<file path="src/rtl/upd_pkg.sv">
`timescale 1ns / 1ps
`default_nettype none

package upd_pkg;

    // Characters with a special meaning in an encoded string
    localparam logic [7:0] CH_PERCENT = 8'h25;
    localparam logic [7:0] CH_PLUS    = 8'h2B;
    localparam logic [7:0] CH_SPACE   = 8'h20;

    // Decoupling queue between classifier and decoder
    localparam int UPD_QDEPTH  = 4;
    localparam int UPD_QPTR_W  = $clog2(UPD_QDEPTH);
    localparam int UPD_QCNT_W  = $clog2(UPD_QDEPTH + 1);

    // One classified input item
    typedef struct packed {
        logic [7:0] raw;        // byte as received
        logic       is_hex;     // 0-9, A-F or a-f
        logic [3:0] hex_val;    // digit value when is_hex
        logic       is_percent;
        logic       is_plus;
        logic       last;       // final byte of the string
    } upd_class_t;

endpackage

`default_nettype wire

</file>
<file path="src/rtl/upd_front.sv">
`timescale 1ns / 1ps
`default_nettype none

module upd_front
    import upd_pkg::*;
(
    input  wire logic       in_valid,
    input  wire logic [7:0] in_byte,
    input  wire logic       in_last,
    input  wire logic       q_full,
    output logic            in_ready,
    output logic            push,
    output upd_class_t      push_item
);

    logic [7:0] digit;
    logic [7:0] upper;
    logic [7:0] lower;

    // Accept whenever the queue has room
    assign in_ready = !q_full;
    assign push     = in_valid && !q_full;

    // Classify the byte: hex digit value, percent, plus
    always_comb
    begin
        digit = in_byte - 8'h30;
        upper = in_byte - 8'h37;
        lower = in_byte - 8'h57;
        push_item            = '0;
        push_item.raw        = in_byte;
        push_item.last       = in_last;
        push_item.is_percent = (in_byte == CH_PERCENT);
        push_item.is_plus    = (in_byte == CH_PLUS);
        if (in_byte inside {[8'h30:8'h39]})
        begin
            push_item.is_hex  = 1'b1;
            push_item.hex_val = digit[3:0];
        end
        else if (in_byte inside {[8'h41:8'h46]})
        begin
            push_item.is_hex  = 1'b1;
            push_item.hex_val = upper[3:0];
        end
        else if (in_byte inside {[8'h61:8'h66]})
        begin
            push_item.is_hex  = 1'b1;
            push_item.hex_val = lower[3:0];
        end
    end

endmodule

`default_nettype wire

</file>
<file path="src/rtl/upd_queue.sv">
`timescale 1ns / 1ps
`default_nettype none

module upd_queue
    import upd_pkg::*;
(
    input  wire logic       clk,
    input  wire logic       rst_n,
    input  wire logic       push,
    input  upd_class_t      push_item,
    input  wire logic       pop,
    output logic            full,
    output logic            head_valid,
    output upd_class_t      head_item
);

    upd_class_t              slot_reg [UPD_QDEPTH];
    logic [UPD_QPTR_W-1:0]   wr_ptr_reg;
    logic [UPD_QPTR_W-1:0]   wr_ptr_next;
    logic [UPD_QPTR_W-1:0]   rd_ptr_reg;
    logic [UPD_QPTR_W-1:0]   rd_ptr_next;
    logic [UPD_QCNT_W-1:0]   count_reg;
    logic [UPD_QCNT_W-1:0]   count_next;

    assign full       = (count_reg == UPD_QCNT_W'(UPD_QDEPTH));
    assign head_valid = (count_reg != '0);
    assign head_item  = slot_reg[rd_ptr_reg];

    // Advance pointers with wrap, track fill level
    always_comb
    begin
        wr_ptr_next = wr_ptr_reg;
        rd_ptr_next = rd_ptr_reg;
        count_next  = count_reg;
        if (push)
        begin
            wr_ptr_next = (wr_ptr_reg == UPD_QPTR_W'(UPD_QDEPTH - 1)) ? '0
                                                                      : wr_ptr_reg + 1'b1;
        end
        if (pop)
        begin
            rd_ptr_next = (rd_ptr_reg == UPD_QPTR_W'(UPD_QDEPTH - 1)) ? '0
                                                                      : rd_ptr_reg + 1'b1;
        end
        if (push && !pop)
        begin
            count_next = count_reg + 1'b1;
        end
        else if (pop && !push)
        begin
            count_next = count_reg - 1'b1;
        end
    end

    always_ff @(posedge clk or negedge rst_n)
    begin
        if (!rst_n)
        begin
            wr_ptr_reg <= '0;
            rd_ptr_reg <= '0;
            count_reg  <= '0;
        end
        else
        begin
            wr_ptr_reg <= wr_ptr_next;
            rd_ptr_reg <= rd_ptr_next;
            count_reg  <= count_next;
        end
    end

    // Store the incoming item
    always_ff @(posedge clk)
    begin
        if (push)
        begin
            slot_reg[wr_ptr_reg] <= push_item;
        end
    end

endmodule

`default_nettype wire

</file>
<file path="src/rtl/upd_back.sv">
`timescale 1ns / 1ps
`default_nettype none

module upd_back
    import upd_pkg::*;
(
    input  wire logic       clk,
    input  wire logic       rst_n,
    input  wire logic       head_valid,
    input  upd_class_t      head_item,
    output logic            pop,
    output logic            out_valid,
    input  wire logic       out_ready,
    output logic [7:0]      out_byte,
    output logic            byte_valid,
    output logic            end_of_string,
    output logic            bad_encoding
);

    typedef enum logic [1:0] {
        PH_IDLE = 2'd0,
        PH_HIGH = 2'd1,
        PH_LOW  = 2'd2
    } phase_t;

    phase_t      phase_reg;
    phase_t      phase_next;
    logic [3:0]  nibble_reg;
    logic [3:0]  nibble_next;
    logic        error_reg;
    logic        error_next;

    logic        valid_reg;
    logic        valid_next;
    logic [7:0]  byte_reg;
    logic [7:0]  byte_next;
    logic        bvalid_reg;
    logic        bvalid_next;
    logic        eos_reg;
    logic        eos_next;
    logic        bad_reg;
    logic        bad_next;

    logic        have;
    logic [7:0]  val;
    logic        bad;

    // Take the next item when the output register is free or draining
    assign pop = head_valid && (!valid_reg || out_ready);

    always_comb
    begin
        phase_next  = phase_reg;
        nibble_next = nibble_reg;
        error_next  = error_reg;
        valid_next  = valid_reg && !out_ready;
        byte_next   = byte_reg;
        bvalid_next = bvalid_reg;
        eos_next    = eos_reg;
        bad_next    = bad_reg;
        have        = 1'b0;
        val         = '0;
        bad         = 1'b0;

        if (pop)
        begin
            // Step the escape state unless the string already failed
            if (!error_reg)
            begin
                case (phase_reg)
                    PH_HIGH:
                    begin
                        if (head_item.is_hex)
                        begin
                            nibble_next = head_item.hex_val;
                            phase_next  = PH_LOW;
                        end
                        else
                        begin
                            error_next = 1'b1;
                            phase_next = PH_IDLE;
                        end
                    end
                    PH_LOW:
                    begin
                        if (head_item.is_hex)
                        begin
                            val  = {nibble_reg, head_item.hex_val};
                            have = 1'b1;
                        end
                        else
                        begin
                            error_next = 1'b1;
                        end
                        phase_next = PH_IDLE;
                    end
                    default:
                    begin
                        phase_next = PH_IDLE;
                        if (head_item.is_percent)
                        begin
                            phase_next = PH_HIGH;
                        end
                        else if (head_item.is_plus)
                        begin
                            val  = CH_SPACE;
                            have = 1'b1;
                        end
                        else
                        begin
                            val  = head_item.raw;
                            have = 1'b1;
                        end
                    end
                endcase
            end

            if (head_item.last)
            begin
                // End of string: always report, then clear the state
                bad         = error_next || (phase_next != PH_IDLE);
                valid_next  = 1'b1;
                byte_next   = (have && !bad) ? val : 8'h00;
                bvalid_next = have && !bad;
                eos_next    = 1'b1;
                bad_next    = bad;
                phase_next  = PH_IDLE;
                nibble_next = '0;
                error_next  = 1'b0;
            end
            else if (have)
            begin
                valid_next  = 1'b1;
                byte_next   = val;
                bvalid_next = 1'b1;
                eos_next    = 1'b0;
                bad_next    = 1'b0;
            end
        end
    end

    always_ff @(posedge clk or negedge rst_n)
    begin
        if (!rst_n)
        begin
            phase_reg  <= PH_IDLE;
            nibble_reg <= '0;
            error_reg  <= 1'b0;
            valid_reg  <= 1'b0;
            byte_reg   <= '0;
            bvalid_reg <= 1'b0;
            eos_reg    <= 1'b0;
            bad_reg    <= 1'b0;
        end
        else
        begin
            phase_reg  <= phase_next;
            nibble_reg <= nibble_next;
            error_reg  <= error_next;
            valid_reg  <= valid_next;
            byte_reg   <= byte_next;
            bvalid_reg <= bvalid_next;
            eos_reg    <= eos_next;
            bad_reg    <= bad_next;
        end
    end

    assign out_valid     = valid_reg;
    assign out_byte      = byte_reg;
    assign byte_valid    = bvalid_reg;
    assign end_of_string = eos_reg;
    assign bad_encoding  = bad_reg;

endmodule

`default_nettype wire

</file>
<file path="src/rtl/url_percent_decoder.sv">
// URL percent decoder, one byte per item.
// Input stream (s_axis): tdata carries one byte of the encoded string,
// tlast marks the final byte of the string.
// Output stream (m_axis): tdata carries the decoded byte, tuser[0] says
// the byte is meaningful, tuser[1] flags a malformed string, and tlast
// marks the result for the final input byte. Plus becomes a space and a
// percent with two hex digits becomes one byte, so escape bytes give no
// result except at the end of a string, which always gives exactly one.
// A flagged string must be discarded downstream.
// Throughput: one byte per cycle while the receiver is ready. An accepted
// item is classified into a 4-entry queue, then decoded against the escape
// state into the output register.
// Reset clears the queue, the escape state and the output register.
// When the receiver stalls the output holds, the decoder stops popping,
// and the queue absorbs up to four items before s_axis_tready drops.
`timescale 1ns / 1ps
`default_nettype none

module url_percent_decoder
    import upd_pkg::*;
(
    input  wire logic       clk,
    input  wire logic       rst_n,
    input  wire logic       s_axis_tvalid,
    output logic            s_axis_tready,
    input  wire logic [7:0] s_axis_tdata,   // [7:0] in_byte
    input  wire logic       s_axis_tlast,
    output logic            m_axis_tvalid,
    input  wire logic       m_axis_tready,
    output logic [7:0]      m_axis_tdata,   // [7:0] out_byte
    output logic [1:0]      m_axis_tuser,   // [0] byte_valid, [1] bad_encoding
    output logic            m_axis_tlast
);

    logic       q_full;
    logic       push;
    upd_class_t push_item;
    logic       pop;
    logic       head_valid;
    upd_class_t head_item;
    logic       byte_valid;
    logic       bad_encoding;

    upd_front u_front (
        .in_valid  (s_axis_tvalid),
        .in_byte   (s_axis_tdata),
        .in_last   (s_axis_tlast),
        .q_full    (q_full),
        .in_ready  (s_axis_tready),
        .push      (push),
        .push_item (push_item)
    );

    upd_queue u_queue (
        .clk        (clk),
        .rst_n      (rst_n),
        .push       (push),
        .push_item  (push_item),
        .pop        (pop),
        .full       (q_full),
        .head_valid (head_valid),
        .head_item  (head_item)
    );

    upd_back u_back (
        .clk           (clk),
        .rst_n         (rst_n),
        .head_valid    (head_valid),
        .head_item     (head_item),
        .pop           (pop),
        .out_valid     (m_axis_tvalid),
        .out_ready     (m_axis_tready),
        .out_byte      (m_axis_tdata),
        .byte_valid    (byte_valid),
        .end_of_string (m_axis_tlast),
        .bad_encoding  (bad_encoding)
    );

    assign m_axis_tuser = {bad_encoding, byte_valid};

    // A flagged string never carries a decoded byte on its end result
    assert property (@(posedge clk) disable iff (!rst_n)
        m_axis_tvalid && m_axis_tuser[1] |-> !m_axis_tuser[0])
        else $error("bad string carries a decoded byte");

    // The error flag only appears on the end of a string
    assert property (@(posedge clk) disable iff (!rst_n)
        m_axis_tvalid && m_axis_tuser[1] |-> m_axis_tlast)
        else $error("error flag before end of string");

    // Results inside a string always carry a byte
    assert property (@(posedge clk) disable iff (!rst_n)
        m_axis_tvalid && !m_axis_tlast |-> m_axis_tuser[0])
        else $error("empty result inside a string");

    // The decoder never pops an empty queue
    assert property (@(posedge clk) disable iff (!rst_n)
        pop |-> head_valid)
        else $error("pop from empty queue");

endmodule

`default_nettype wire
</file>
<file path="config.mk">
export PLATFORM = sky130hd
export DESIGN_NAME = url_percent_decoder
export DESIGN_NICKNAME = d
export VERILOG_FILES = /design/src/rtl/upd_pkg.sv /design/src/rtl/upd_front.sv /design/src/rtl/upd_queue.sv /design/src/rtl/upd_back.sv /design/src/rtl/url_percent_decoder.sv
export SDC_FILE = /design/constraint.sdc
export NUM_CORES = 1
export LEC_CHECK = 0
export ABC_AREA = 1
export BUFFER_PORTS_ARGS = -buffer_cell sky130_fd_sc_hd__buf_2
export CORE_ASPECT_RATIO = 1.75
export CORE_UTILIZATION = 50
export DETAILED_ROUTE_END_ITERATION = 6
export GPL_TIMING_DRIVEN = 0
export PLACE_DENSITY = 0.7
export SLEW_MARGIN = 30
export SYNTH_ARGS = -nofsm -noshare
export SYNTH_HDL_FRONTEND = slang
export SYNTH_SLANG_ARGS = --single-unit
export TNS_END_PERCENT = 50
</file>
<file path="constraint.sdc">
create_clock -name clk -period 2.1 [get_ports clk]
set_input_delay 0.105 -clock clk [delete_from_list [all_inputs] [get_ports clk]]
set_output_delay 0.105 -clock clk [all_outputs]
set_load 0.02 [all_outputs]
</file>
# Word-level counts from Yosys, hierarchy flattened
# Memory sizes are Yosys's and may differ from the RTL's.
# Index checks and enable logic that the tools add are counted.
[word_totals]
register_bits = 26
input_bits = 13
output_inout_bits = 13
mem_count = 1
ram_bits = 64
word_cells = 104
[classes]
n_reduce_logical = 26
n_mux = 45
magnitude_cmp = 6
add_sub_neg = 7
eq_ne = 8
[mem_list]
columns = ["name", "depth", "word_bits", "read_ports", "rd_ports_with_merged_regs", "write_ports", "line", "source"]
rows = [
  ["u_queue.slot_reg", 4, 16, 1, 0, 1, "upd_queue.sv:17", "upd_class_t slot_reg [UPD_QDEPTH];"],
]
[op_table]
columns = ["op", "n"]
rows = [
  ["$mux 8", 7],
  ["$mux 1", 20],
  ["$eq 8x6->1 const B", 2],
  ["$ge 8x7->1 const B", 2],
  ["$le 8x7->1 const B", 2],
  ["$mux 4", 4],
  ["$pmux 8 s2", 1],
  ["$mux 5", 3],
  ["$mux 2", 6],
  ["$reduce_bool 2->1", 5],
  ["$logic_and 1x1->1", 9],
  ["$ge 8x6->1 const B", 1],
  ["$le 8x6->1 const B", 1],
  ["$sub 4x3->4 const B", 2],
  ["$eq 2x2->1 const B", 3],
  ["$logic_not 1->1", 6],
  ["$mux 3", 2],
  ["$add 2x1->2 const B", 2],
  ["$pmux 2 s2", 1],
  ["$reduce_and 4->1", 1],
  ["$sub 4x1->4 const B", 1],
  ["$add 3x1->3 const B", 1],
  ["$eq 3x3->1 const B", 1],
  ["$reduce_bool 3->1", 1],
  ["7 further kinds", 8],
]

# Logic depth before layout (Yosys ltp)
# Gate-level depths: netlist of run 1.
# An unclocked memory read counts as a cell.
[logic_depth]
ltp_word = 11
depth_mapped = 13
depth_no_buf = 10

# By module
# A second synthesis of run 1 with hierarchy kept.
[unflattened]
cells_unflattened = 411
hier_area_um2 = 4272.8
[by_module_without_submodules]
columns = ["module", "area_each_um2", "cells_each", "n_inst", "seq_area_each_um2"]
rows = [
  ["upd_queue", 2990.4, 240, 1, 2097.0],
  ["upd_back", 972.2, 122, 1, 475.5],
  ["upd_front", 295.3, 47, 1, 0.0],
  ["url_percent_decoder", 15.0, 2, 1, 0.0],
]

# Worst setup path after synthesis of run 1
# Ideal clock, no wire load.
[synth_timing]
path_type = "register to register"
startpoint = "register u_back.valid_reg, in the netlist u_back.out_valid"
endpoint = "register u_queue.count_reg[2]"
path_slack_ps = 19
arrival_ps = 1950
t_required_ps = 1969
synth_period_minus_slack_ps = 2081
path_stages_with_launch = 12
setup_time_ps = 131
path_buffers = 1
cell_sequence = "dfrtp_1 > inv_1 > nor2_1 > a31oi_2 > buf_2 > inv_1 > ha_1 > inv_1 > fa_1 > a21oi_1 > o21ai_0 > xor2_1"
[synth_between]
elab_chain_len = 6
elab_cells_between_ends = 8
cone_classes = "mux: 1; reduce/logical: 7"
[synth_rtl]
columns = ["element", "line", "source"]
rows = [
  ["start: declaration", "upd_back.sv:33", "logic valid_reg;"],
  ["start signal: assignment", "upd_back.sv:160", "valid_reg <= valid_next;"],
  ["$logic_not 1->1 (*)", "upd_back.sv:49", "assign pop = head_valid && (!valid_reg || out_ready);"],
  ["$logic_or 1x1->1 (*)", "upd_back.sv:49", ""],
  ["$logic_and 1x1->1 (*)", "upd_back.sv:49", ""],
  ["$logic_not 1->1", "upd_queue.sv:45", "if (push && !pop)"],
  ["$logic_and 1x1->1", "upd_queue.sv:45", ""],
  ["$mux 3 or $reduce_bool 2->1 (tied branches)", "n/a", ""],
  ["end signal: assignment", "upd_queue.sv:67", "count_reg <= count_next;"],
  ["end: declaration", "upd_queue.sv:22", "logic [UPD_QCNT_W-1:0] count_reg;"],
]
# Mark *: on every way between the ends. The rest lies on a longest branch, timed or not.
# A chain may end at the register's enable or synchronous reset.

# Worst setup path after layout of run 1
[layout_timing]
startpoint = "register u_queue.count_reg[1]"
endpoint = "register u_queue.count_reg[2]"
[layout_between]
elab_chain_len = 6
elab_cells_between_ends = 14
cone_classes = "add/sub: 2; eq/ne: 1; mux: 2; reduce/logical: 9"
[layout_rtl]
columns = ["element"]
rows = [
  ["branches (longest 6 deep; another with $sub 3x1->3)"],
]
# Parallel ways; which one is timed is not known. The select of a mux whose other input is x is not followed.

==> qor.txt, run 1 <==
Seq/Total Area, Yosys = 58.9%
fmax = 513 MHz
R2R cell count = 10
synthesized net count = 486
GPL Wtd Cong = 0.838
I/O Buffers = 25
CTS buffer count = 9
die width = 72.6 um
slew at the pin closest to its max-slew limit = 0.772 ns
Setup Crit Path Kind = register to register
Logic pwr share = 43.0%
Post-route DRC = 0
count of final max-slew check failures = 0
die area = 9130 um2
clock transition at the registers of the reported paths = 0.06 ns
Worst EP required = 2.31 ns
Inserted Diodes = 0
dpl cell area = 4690 um2
R2R setup slack = 0.15 ns
sequential power share = 34.6%
Final period util = 92.8%
Mean Syn Cell Area = 9.51 um2
worst endpoint data arrival time = 2.16 ns
routed len/inst = 14.3 um
clk_skew = 0.00499 ns
Hold Slack = 0.0177 ns
fillers = 724
CTS tree = yes
htree depth = 3
Max clock buf depth = 2
max FFs per register = 64
Pint = 4.57 mW
CP max FO = 10
Multi-input gate area = 1450 um2
antenna violations before repair = 0
Design Area, Final = 5070 um2
layout cells sized above 1 = 17.3%
clock share of power = 22.5%
Syn Std Cell Area = 4370 um2
Via density = 5.03
Area growth syn-to-layout = 16.2%
end of the critical path = u_queue.count_reg[2]$_DFFE_PN0P_
vias = 3133
unrepaired setup endpoints after global routing = no
Static Leak = 2.32 nW
I/O Pins = 26
worst setup path start = u_queue.count_reg[1]$_DFFE_PN0P_
crit end category = register
r2r endpoint = u_queue.count_reg[2]$_DFFE_PN0P_
prevailing post-synth register cell = edfxtp_1
root buf cell = clkbuf_16
later-pin clock latency in the skew report = 0.33 ns
VDD IR max = 0.605 mV
number of flops mapped to enable cells by yosys = 64
final hold violation count = 0
post-route ant nets = 0
DP HPWL = 6480 um
CTS sink cnt = 90
Finish-stage setup viols = 0
drt pass-1 iters = 6
ys async rst share = 28.9%
Core Box Area = 8370 um2
total net switching power = 2.94 mW
Die H = 126 um
FF+latch count, synth = 90
final worst path period need = 1.95 ns
# rows = 44
Initial Util = 52.2%
worst min path class = input pin to register
vias in the first global route = 3122
routed wire length = 8890 um
register area = 2570 um2
startpoint types = register
all-layer global routing usage = 21.6%
pwr dens = 1480 nW/um2
largest net degree at the start of global routing = 27
max-cap violations = 0
1st-iter DRT viols = 138
Cell variety after synth = 31
RR Startpoint = u_queue.count_reg[1]$_DFFE_PN0P_
first-pass GRT wire length = 14700 um
remaining global-route overflow = 0
Sw Ratio = 39.1%
Max transition margin = 48.1%
Final #Nets = 530
Post-Syn Instances = 459
outcome = finished, final reports clean
final core occ = 60.6%
Ys Warns = 0
[layout by cell type (no fill, tap or decap), drive strengths merged, types with 8 or more instances in the layout]
master and count:
nand2 121, nand3 71, o21ai 16, nor2 45, a21oi 8, clkbuf 10, edfxtp 64, buf 48
dfrtp 26, ha 13, inv 63
[Yosys cell counts (2+ instances only)]
cell type  count  area share, %
nor2_1        44            3.8
dfrtp_1       26             15
a21oi_1        7           0.80
ha_1          13            3.7
nand2_2        2           0.29
nand2_1      117             10
o21ai_0       16            1.8
nand3_2        3           0.69
inv_1         61            5.2
buf_6          6            1.5
buf_2          6           0.69
buf_4          5           0.86
nor3_1         2           0.23
o22ai_1        3           0.43
nand2_4        2           0.52
edfxtp_1      64             44
nand3_1       68            7.8
[layout make-up]
type                    count  share of cell area, %
well taps                 115                   2.84
multi-input cells         288                   28.5
clock inverters             7                   1.85
repair buffers             33                   4.04
inverters                  63                   4.76
flip-flops and latches     90                   50.7
plain buffers              18                   2.86
clock buffers               9                   4.44
[power groups by stage]
stage,Clock (mW),Sequential (mW),Combinational (mW)
global placement,0,2.63,3.01
global route,1.80,2.64,3.62
CTS,1.72,2.60,3.23
finish,1.69,2.60,3.23
detailed placement,0,2.64,3.14
floorplan,0,2.72,2.19
[routing by layer]
metal | GRT usage, % | share of wire [%]
met1 | 22.6 | 39
met2 | 40.4 | 56
met3 | 4.16 | 3.1
met4 | 9.57 | 2.2
met5 | 0 | 0
[per-stage QoR]
| step | TNS (ns) | worst slack [ns] | power (mW) | cells |
|---|---|---|---|---|
| global placement | -16.12 | -0.274 | 5.64 | 599 |
| detailed placement | -0.305 | -0.194 | 5.78 | 603 |
| floorplan | 0 | 0.0188 | 4.91 | 459 |
| global route | 0 | 0.0208 | 8.06 | 623 |
| finish | 0 | 0.152 | 7.52 | 623 |
| CTS | 0 | 0.00680 | 7.55 | 622 |
[worst min path at each step]
stage,cells past startpoint,slack [ns],to,startpoint
after global placement,1,0.13,u_back.phase_reg[1]$_DFFE_PN0P_,rst_n
after detailed placement,1,0.14,u_back.error_reg$_DFFE_PN0P_,rst_n
final,1,0.02,u_queue.slot_reg[0][12]$_DFFE_PP_,s_axis_tdata[4]
after CTS,1,0.006,u_queue.slot_reg[2][12]$_DFFE_PP_,s_axis_tdata[4]
after floorplan,0,-0.19,u_back.bad_encoding$_DFFE_PN0P_,rst_n
after global routing,1,0.02,u_queue.slot_reg[0][12]$_DFFE_PP_,s_axis_tdata[4]
[critical path, stage by stage, from the launching register on]
cell and delay [ns]:
dfrtp_1 0.39, inv_2 0.09, a31oi_4 0.12, buf_6 0.17, inv_4 0.08, ha_1 0.14, inv_1 0.08, fa_2 0.39
a21oi_1 0.14, o21ai_1 0.09, xor2_1 0.15
[cell families (layout without fill, tap and decap cells)]
family	Yosys count	count (layout)	synth area share [%]
compound gates	30	30	3.87
fa+ha+maj	14	14	4.18
simple gates	242	242	24.0
xor+xnor	2	2	0.401
buf+inv	81	130	8.65
flops	90	90	58.9
[what timing repair did]
item | 4_1_cts | 5_1_grt
setup buffers | 1 | 1
hold buffers | 2 | 0
endpoints found under the hold margin | 30 | 0
resized for setup | 8 | 6
endpoints found under the setup margin | 2 | 1
No activity file was read; power rests on OpenSTA's default activity.
==> run 2: changes to the inputs <==
--- a/config.mk
+++ b/config.mk
@@ -8,6 +8,7 @@
 export ABC_AREA = 1
 export BUFFER_PORTS_ARGS = -buffer_cell sky130_fd_sc_hd__buf_2
 export CORE_ASPECT_RATIO = 1.75
+export CORE_MARGIN = 4
 export CORE_UTILIZATION = 50
 export DETAILED_ROUTE_END_ITERATION = 6
 export GPL_TIMING_DRIVEN = 0
==> qor.txt, run 2 (synthesis gave the netlist of run 1 again) <==
R2R setup slack = 0.12 ns
Setup Crit Path Kind = register to register
worst min path class = input pin to register
all-layer global routing usage = 18.8%
clock share of power = 24.8%
CTS sink cnt = 90
outcome = finished, final reports clean
largest net degree at the start of global routing = 27
max FFs per register = 64
count of final max-slew check failures = 0
final hold violation count = 0
post-route ant nets = 0
CTS tree = yes
root buf cell = clkbuf_16
r2r endpoint = u_queue.count_reg[2]$_DFFE_PN0P_
I/O Pins = 26
worst setup path start = u_queue.count_reg[1]$_DFFE_PN0P_
GPL Wtd Cong = 0.829
Inserted Diodes = 0
die area = 10400 um2
later-pin clock latency in the skew report = 0.34 ns
Hold Slack = 0.0286 ns
final core occ = 60.7%
commonest non-fill, non-tap cell in the layout = nand2_1
Core Box Area = 8420 um2
# rows = 44
total net switching power = 2.97 mW
1st-iter DRT viols = 192
sequential power share = 33.5%
drt pass-1 iters = 4
worst endpoint data arrival time = 2.21 ns
Area growth syn-to-layout = 17.1%
Pint = 4.81 mW
startpoint types = register
clock transition at the registers of the reported paths = 0.06 ns
Initial Util = 51.8%
clk_skew = 0.00548 ns
I/O Buffers = 25
RR Startpoint = u_queue.count_reg[1]$_DFFE_PN0P_
Logic pwr share = 41.8%
cell chain of the critical path = inv_2, a31oi_4, buf_6, inv_2, ha_1, inv_2, fa_2, a21oi_2, o21ai_1, xor2_1
R2R cell count = 10
VDD IR max = 0.966 mV
Max clock buf depth = 2
Sw Ratio = 38.2%
htree depth = 3
routed len/inst = 14.7 um
CTS buffer count = 9
end of the critical path = u_queue.count_reg[2]$_DFFE_PN0P_
slew at the pin closest to its max-slew limit = 0.778 ns
most frequent cells in the layout = nand2_1 (116), nand3_1 (68), edfxtp_1 (64), inv_1 (55), nor2_1 (39)
pwr dens = 1520 nW/um2
antenna violations before repair = 0
DP HPWL = 6630 um
Max transition margin = 47.6%
vias in the first global route = 3204
final worst path period need = 1.98 ns
remaining global-route overflow = 0
Worst EP required = 2.32 ns
CP peak stage delay = 0.41 ns
crit end category = register
Via density = 5.05
Final period util = 94.4%
die width = 78.6 um
unrepaired setup endpoints after global routing = no
Finish-stage setup viols = 0
layout cells sized above 1 = 17.6%
most frequent CP cell = inv_2
Static Leak = 2.33 nW
Post-route DRC = 0
slowest CP cell = dfrtp_1
max-cap violations = 0
fmax = 504 MHz
routed wire length = 9130 um
Final #Nets = 529
vias = 3141
CP max FO = 10
first-pass GRT wire length = 15000 um
Die H = 132 um
## run 2: cell count changes in the layout (fill, tap and decap cells not counted), sizes merged
cell / previous run / this run
inv: 63 / 64
clkinv: 4 / 1
bufinv: 2 / 4
buf: 48 / 47
## run 2: stage by stage
stage	setup WS (ns)	cell area [um2]	TNS, ns	cells	total power, mW
floorplan	0.0188	4370	0	459	4.91
global placement	-0.227	4640	-13.86	599	5.65
detailed placement	-0.184	4690	-0.312	603	5.80
CTS	0.00115	5100	0	622	7.81
global route	0.0342	5110	0	622	8.34
finish	0.117	5110	0	622	7.79
## run 2: power by group through the flow
stage | clock network [mW] | logic (mW) | registers (mW)
after floorplan | 0 | 2.19 | 2.72
after global placement | 0 | 3.02 | 2.63
after detailed placement | 0 | 3.17 | 2.64
after CTS | 1.95 | 3.25 | 2.60
after global routing | 2.03 | 3.67 | 2.65
final | 1.93 | 3.25 | 2.61
## run 2: worst min-delay path by stage
| stage | from | to | slack (ns) | cells after the start |
|---|---|---|---|---|
| finish | s_axis_tdata[6] | u_queue.slot_reg[3][14]$_DFFE_PP_ | 0.03 | 1 |
| global placement | rst_n | u_back.phase_reg[0]$_DFFE_PN0P_ | 0.13 | 1 |
| detailed placement | rst_n | u_back.error_reg$_DFFE_PN0P_ | 0.14 | 1 |
| global route | s_axis_tdata[6] | u_queue.slot_reg[0][14]$_DFFE_PP_ | 0.03 | 1 |
| floorplan | rst_n | u_back.bad_encoding$_DFFE_PN0P_ | -0.19 | 0 |
| CTS | s_axis_tdata[6] | u_queue.slot_reg[3][14]$_DFFE_PP_ | 0.02 | 1 |
## run 2: timing repair
action                     CTS  global route
setup buffers                1             0
hold buffers                 2             0
resized for setup            7             8
hold endpoints to repair    30             0
setup endpoints to repair    2             1
## run 2: worst max-delay path, delay by kind of cell, from the launching register on
family,cells,cell delay [ns]
flip-flops,1,0.41
XOR/XNOR,1,0.14
buffers and inverters,4,0.42
adder cells (fa/ha/maj),2,0.57
AO/OA/AOI/OAI,3,0.33
## run 2: layout make-up
| cell class | instances | area [um2] |
|---|---|---|
| timing repair buffer | 32 | 198 |
| sequential | 90 | 2570 |
| clock inverter | 7 | 140 |
| clock buffer | 9 | 225 |
| inverter | 63 | 239 |
| tap | 115 | 144 |
| buffer | 18 | 145 |
| fill | 698 | 3310 |
| multi-input combinational | 288 | 1450 |
## run 2: layer usage
layer,routed length [um],global-route usage (%)
met5,0,0
met4,341,10.2
met3,288,2.67
met2,5090,35.0
met1,3410,19.6
